[config.mk]
export PLATFORM = sky130hd
export DESIGN_NAME = mrc_ram
export DESIGN_NICKNAME = d
export VERILOG_FILES = /design/src/hw/rtl/mrc_ram.sv
export SDC_FILE = /design/constraint.sdc
export NUM_CORES = 1
export LEC_CHECK = 0
export BUFFER_PORTS_ARGS = -buffer_cell sky130_fd_sc_hd__buf_4
export CORE_ASPECT_RATIO = 1.4
export CORE_MARGIN = 3
export CORE_UTILIZATION = 65
export DETAILED_ROUTE_END_ITERATION = 7
export HOLD_SLACK_MARGIN = 0.05
export PLACE_DENSITY = 0.83
export SETUP_SLACK_MARGIN = 0.2
export SLEW_MARGIN = 20
export SYNTH_ARGS = -nofsm -noshare
export SYNTH_HDL_FRONTEND = slang
export SYNTH_SLANG_ARGS = --single-unit
[constraint.sdc]
create_clock -name clk -period 4.4 [get_ports clk]
set_input_delay 0.66 -clock clk [delete_from_list [all_inputs] [get_ports clk]]
set_output_delay 0.66 -clock clk [all_outputs]
set_load 0.03 [all_outputs]
[src/hw/rtl/mrc_ram.sv]
// mrc_ram: generic single-write, single-read RAM with registered read data.
// No dependencies.
module mrc_ram #(
    parameter int WIDTH = 8,
    parameter int DEPTH = 16
) (
    input  logic                     clk,
    input  logic                     we,
    input  logic [$clog2(DEPTH)-1:0] waddr,
    input  logic [WIDTH-1:0]         wdata,
    input  logic [$clog2(DEPTH)-1:0] raddr,
    output logic [WIDTH-1:0]         rdata
);

    logic [WIDTH-1:0] mem [DEPTH];

    always_ff @(posedge clk)
    begin
        if (we)
        begin
            mem[waddr] <= wdata;
        end
        rdata <= mem[raddr];
    end

endmodule

## Word level (Yosys, flattened, before mapping)

Memory sizes are Yosys's and may differ from the RTL's. A register that Yosys moved wholly into a read port is not among the register bits.
Cells that the tools add are included.

- Memories: 1
- Bits of input ports: 18
- Output and inout port bits: 8
- Flip-flop bits (word level): 0
- Word-level logic and storage cells: 3
- Memory bits (writable): 128

Memory list:

| memory | words | width | rd ports | clocked after Yosys merged registers in | wr ports | RTL line | text |
|---|---|---|---|---|---|---|---|
| mem | 16 | 8 | 1 | 1 | 1 | 15 | `logic [WIDTH-1:0] mem [DEPTH];` |

- Mux-type cells: 2

Operator list:

| operator | count |
|---|---|
| 1-bit two-way mux | 2 |

## Logic depth before layout (Yosys ltp)

Gate-level depths: netlist (run 1).

- Depth after elaboration: 2
- Depth in mapped cells: 5
- Depth with buffers taken out: 3

## Least setup slack after synthesis (run 1)

OpenSTA, ideal clock, no wires.

- Kind: input-to-reg
- Start point: input port waddr[2]
- End point: memory mem[0][0], enable pin
- Setup slack: 2.247 ns
- Arrival time: 1.770 ns
- Path buffers: 0
- Required time: 4.017 ns
- Library setup time: 0.383 ns
- Stages on the path: 2
- Path through: or3b_2 -> nor3_1

RTL lines:

| what | RTL line | text |
|---|---|---|
| start, declared | 9 | `input logic [$clog2(DEPTH)-1:0] waddr,` |
| end, declared | 15 |  |

No word-level cell before the write port.

## Final worst setup path (run 1)

- Start point: input port waddr[2]
- End point: memory mem[2][3], enable pin

No word-level cell before the write port.

==> impl_metrics.yaml, run 1 <==
sta:
  setup_tns_ns: 0
  rsz0062_at_grt: "no"
  fin_ws_ns: 2.55
  report.final.slew_viol_count: 0
  period_minus_slack_ns: 1.85
  relSlewSlack_pct: 35.1
  finalClockSkew_ns: 0.00639
  finalHoldViolCount: 0
  tightest_slew_ns: 0.970
  fmax_mhz: 542
  finalCritPeriodShare_pct: 42.0
  setup_viol: 0
synth:
  netlist_instances: 229
  synth_area_um2: 5150
  yosysUniqueCellTypes: 19
  synth.net_count: 247
  synth_warnings: 0
  yosys_register_bits: 136
  yosysSeqAreaShare_pct: 77.8
  avgSynthCellArea_um2: 22.5
die:
  initial_core_util_pct: 68.2
  rows: 37
  dieArea_um2: 9040
  chipWidth_um: 81.2
  ioPinCount: 26
  fp.dieH_um: 111
  core_area_um2: 7550
clock_tree:
  ctsResizeCount: 0
  clock_path_buffers: 2
  clkSinkCount: 136
  clock_latency_ns: 0.52
  cts-hold-fix-buffers: 0
  post-cts-setup-buffer-count: 0
  root_buffer: "clkbuf_8"
  path_clk_slew_ns: 0.06
  htree_levels: 4
  cts_made_buffers: 17
  cts_tree: "yes"
pwr:
  total_leakage_power_nw: 1.98
  p_per_area_nw_per_um2: 484
  max-vdd-ir-drop_v: 0.000403
placed_design:
  io_buffers: 25
  gp_congestion: 0.757
  placed_area_um2: 5390
  dp_hpwl_um: 5920
  dp_slack_ns: 1.84
worst_setup_path:
  critPathSlowestCell: "nor2_1"
  r2r_setup_slack_ns: 2.93
  startpoint_type: "input pin"
  arrival_ns: 1.99
  path_class: "input pin to flip-flop"
  end_kind: "flip-flop"
  cpPeakStageDelay_ns: 0.70
  crit_required_ns: 4.54
  cp_max_fo: 8
  cp_cell_sequence: "buf_4, or3b_2, nor2_1"
global_routing:
  grt_max_degree: 33
  grt_usage_pct: 26.2
  grt_pass1_vias: 2645
  grt_overflow: 0
  grt_antenna_before_repair: 0
  grt_pass1_wl_um: 15900
job:
  max_cap_viol_count: 0
finish:
  nNetsFinal: 283
  drive_gt1_share_pct: 25.2
  syn_to_final_growth_pct: 14.9
  finish.utilization_pct: 78.4
  n_antenna_cell: 0
  finalInstanceArea_um2: 5910
  fillers: 362
drt:
  dr.first_iter.drc_count: 247
  detail_route.vias_per_cell: 6.71
  ant_nets: 0
  vias: 2517
  avgRoutedWirePerCell_um: 27.5
  drc: 0
  routed_wl_um: 10300
  firstDrtPassIters: 5
run_status:
  status: "finished, final reports clean"
hold_path:
  hold_class: "input pin to flip-flop"
cell usage after synthesis:
master	instances	area, um^2
mux4_2	18	405
nor3_1	4	20.0
or3b_2	1	8.76
nor2b_1	1	6.26
buf_2	3	15.0
nand3b_1	2	15.0
buf_4	1	7.51
nor2_1	13	48.8
and2b_1	1	7.51
and2_1	1	6.26
edfxtp_1	128	3840
buf_6	3	33.8
a22oi_1	16	120
clkdlybuf4s25_2	3	30.0
dfxtp_1	8	160
mux4_1	14	368
nand2_1	9	33.8
nand3_1	1	5.00
nand2b_1	2	12.5
report_power, final:
group | switching (mW) | leakage (nW) | internal, mW
clock network | 0.474 | 0.253 | 0.778
logic | 0.0925 | 0.504 | 0.0612
registers | 0.00994 | 1.22 | 1.45
worst paths after layout:
kind / startpoint / endpoint / depth (start not counted)
max: waddr[2] / mem[2][3] / 3
min: wdata[1] / mem[10][1] / 1
min reg2reg: mem[15][4] / rdata[4] / 3
max reg2reg: mem[0][2] / rdata[2] / 3
per-stage QoR:
stage | cells | hold slack (ns) | total power, mW
6_report | 375 | 0.451 | 2.86
3_5_place_dp | 343 | 0.669 | 1.64
3_3_place_gp | 343 | 0.646 | 1.63
5_1_grt | 375 | 0.461 | 2.94
4_1_cts | 375 | 0.438 | 2.87
2_1_floorplan | 229 | 0.629 | 1.57
area by class of cell:
class / instances / area, um^2 / area share, %
clock buffer: 29 / 479 / 8.10
multi-input combinational: 83 / 1070 / 18.0
sequential: 136 / 4000 / 67.7
clock inverter: 3 / 40.0 / 0.677
timing repair buffer: 27 / 203 / 3.43
tap: 97 / 121 / 2.05
flip-flops by register name (all words and copies together) (netlist names):
| register | flops |
|---|---|
| mem | 128 |
| rdata | 8 |
worst max-delay path, delay by kind of cell:
kind                   cells  cell delay (ns)
and+or+nand+nor            2             1.21
buffers and inverters      1             0.12
routing by layer:
layer	up-vias	track usage (%)	routed length, um
li1	1048	-	-
met4	0	13.2	370
met5	-	0	0
met1	1282	33.7	3630
met3	28	6.59	768
met2	159	41.3	5550
cells in the final DEF (no fill, tap or decap):
cell type,synthesis,layout
clkbuf_1,0,10
and2_1,1,1
dfxtp_1,8,8
buf_4,1,27
clkbuf_16,0,16
bufinv_16,0,1
edfxtp_1,128,128
nand3_1,1,1
mux4_2,18,18
mux4_1,14,14
nand2_1,9,9
clkinv_2,0,2
clkbuf_8,0,3
or3b_2,1,1
nand3b_1,2,2
nor2_1,13,13
nand2b_1,2,2
a22oi_1,16,16
nor2b_1,1,1
nor3_2,0,2
nor3_1,4,2
and2b_1,1,1
cell families after synthesis:
kind of cell	Yosys count	share of synthesized area (%)
flip-flops	136	77.8
AND/OR/NAND/NOR	35	3.18
multiplexers	32	15.0
AO/OA/AOI/OAI	16	2.33
buffers and inverters	10	1.68
No activity file was read; power rests on OpenSTA's default activity.
==> inputs of run 2 (changes only) <==
- CORE_UTILIZATION: 65 -> 60
- PLACE_DENSITY: 0.83 -> 0.77
- clock period: 4.4 -> 1.8 ns (I/O delays scaled with it)
==> impl_metrics.yaml, run 2 (same netlist as run 1, synthesis figures left out) <==
run_status:
  status: "finished, final reports clean"
pwr:
  power.switching_mw: 1.40
  p_clk_share_pct: 43.0
  sw_frac_of_total_pct: 20.2
  seqPwrFrac_pct: 51.2
  fin_total_pwr_mw: 6.97
  p_per_area_nw_per_um2: 1140
  max-vdd-ir-drop_v: 0.000956
  total_leakage_power_nw: 2.13
  internal-power_mw: 5.56
  share_comb_of_total_power_pct: 5.8
finish:
  syn_to_final_growth_pct: 19.0
  reg_top3: "mem (128), rdata (8)"
  nNetsFinal: 305
  fillers: 454
  largest_register_ffs: 128
  drive_gt1_share_pct: 32.7
  layout_common_cells: "edfxtp_1, buf_4, mux4_2"
  instances_no_fill: 402
  top_register: "mem"
  final_common_cell: "edfxtp_1"
  finalInstanceArea_um2: 6130
  finish.utilization_pct: 74.3
  n_antenna_cell: 0
drt:
  ant_nets: 0
  firstDrtPassIters: 4
  drc: 0
  dr.first_iter.drc_count: 336
  detail_route.vias_per_cell: 6.17
  vias: 2481
  routed_wl_um: 10200
  avgRoutedWirePerCell_um: 25.5
die:
  core_area_um2: 8250
  initial_core_util_pct: 62.4
  dieArea_um2: 9740
  fp.dieH_um: 116
  rows: 39
  chipWidth_um: 84.3
  ioPinCount: 26
clock_tree:
  root_buffer: "clkbuf_16"
  htree_levels: 4
  cts-hold-fix-buffers: 0
  cts_made_buffers: 17
  clock_path_buffers: 2
  clock_latency_ns: 0.40
  ctsResizeCount: 0
  clkSinkCount: 136
  path_clk_slew_ns: 0.05
  cts_tree: "yes"
  post-cts-setup-buffer-count: 0
sta:
  fmax_mhz: 725
  worst_hold_slack_ns: 0.178
  report.final.slew_viol_count: 0
  tightest_slew_ns: 0.439
  fin_ws_ns: 0.421
  setup_tns_ns: 0
  finalClockSkew_ns: 0.00570
  period_minus_slack_ns: 1.38
  finalCritPeriodShare_pct: 76.6
  setup_viol: 0
  relSlewSlack_pct: 70.8
  finalHoldViolCount: 0
  rsz0062_at_grt: "no"
placed_design:
  gp_congestion: 0.728
  placed_area_um2: 5600
  dp_hpwl_um: 6350
  dpl.cell_count: 370
  dp_slack_ns: 0.139
  io_buffers: 25
global_routing:
  grt_usage_pct: 23.4
  grt_max_degree: 21
  grt_pass1_wl_um: 15500
  grt_pass1_vias: 2560
  grt_overflow: 0
  grt_antenna_before_repair: 0
worst_setup_path:
  cp_max_fo: 1
  end_kind: "flip-flop"
  critPathSlowestCell: "mux4_2"
  path_class: "flip-flop to flip-flop"
  path_buf_inv: 0
  crit_required_ns: 2.07
  crit_family: "multiplexers"
  arrival_ns: 1.65
  cpPeakStageDelay_ns: 0.47
  cp_cell_sequence: "mux4_2, a22oi_1, nand2_1"
  startpoint_type: "flip-flop"
hold_path:
  hold_class: "input pin to flip-flop"
job:
  max_cap_viol_count: 0
==> run 2: cell types whose count changed in the layout (fill, tap and decap cells not counted) <==
cell / previous run / this run
buf_4: 27 / 46
clkbuf_1: 10 / 2
clkinv_2: 2 / 8
buf_12: 0 / 3
bufinv_16: 1 / 0
clkbuf_16: 16 / 17
clkinv_1: 0 / 1
clkinv_4: 0 / 1
nor3_1: 2 / 3
nor3_2: 2 / 1
==> run 2: worst paths after layout <==
path | slack, ns | startpoint | to | cells after the start
max | 0.42 | mem[11][0] | rdata[0] | 3
min | 0.18 | wdata[3] | mem[5][3] | 1
max reg2reg | 0.42 | mem[11][0] | rdata[0] | 3
min reg2reg | 0.67 | mem[7][1] | rdata[1] | 3
==> run 2: cell type report <==
class                      instances  area, um^2  share of cell area (%)
clock inverter                    10        52.6                   0.858
clock buffer                      22         474                    7.74
timing repair buffer              49         405                    6.62
multi-input combinational         83        1060                    17.3
tap                              102         128                    2.08
sequential                       136        4000                    65.4
==> run 2: power by group through the flow <==
stage          registers [mW]  clock network [mW]  logic, mW
3_3_place_gp             3.63                   0      0.393
2_1_floorplan            3.66                   0      0.180
6_report                 3.57                3.00      0.403
4_1_cts                  3.57                3.04      0.409
5_1_grt                  3.57                3.18      0.432
3_5_place_dp             3.63                   0      0.406
==> run 2: layer usage <==
layer / share of wire, % / track usage (%)
met2: 51 / 37.5
met4: 2.2 / 9.33
met5: 0 / 0
met3: 8.4 / 7.89
met1: 38 / 30.0
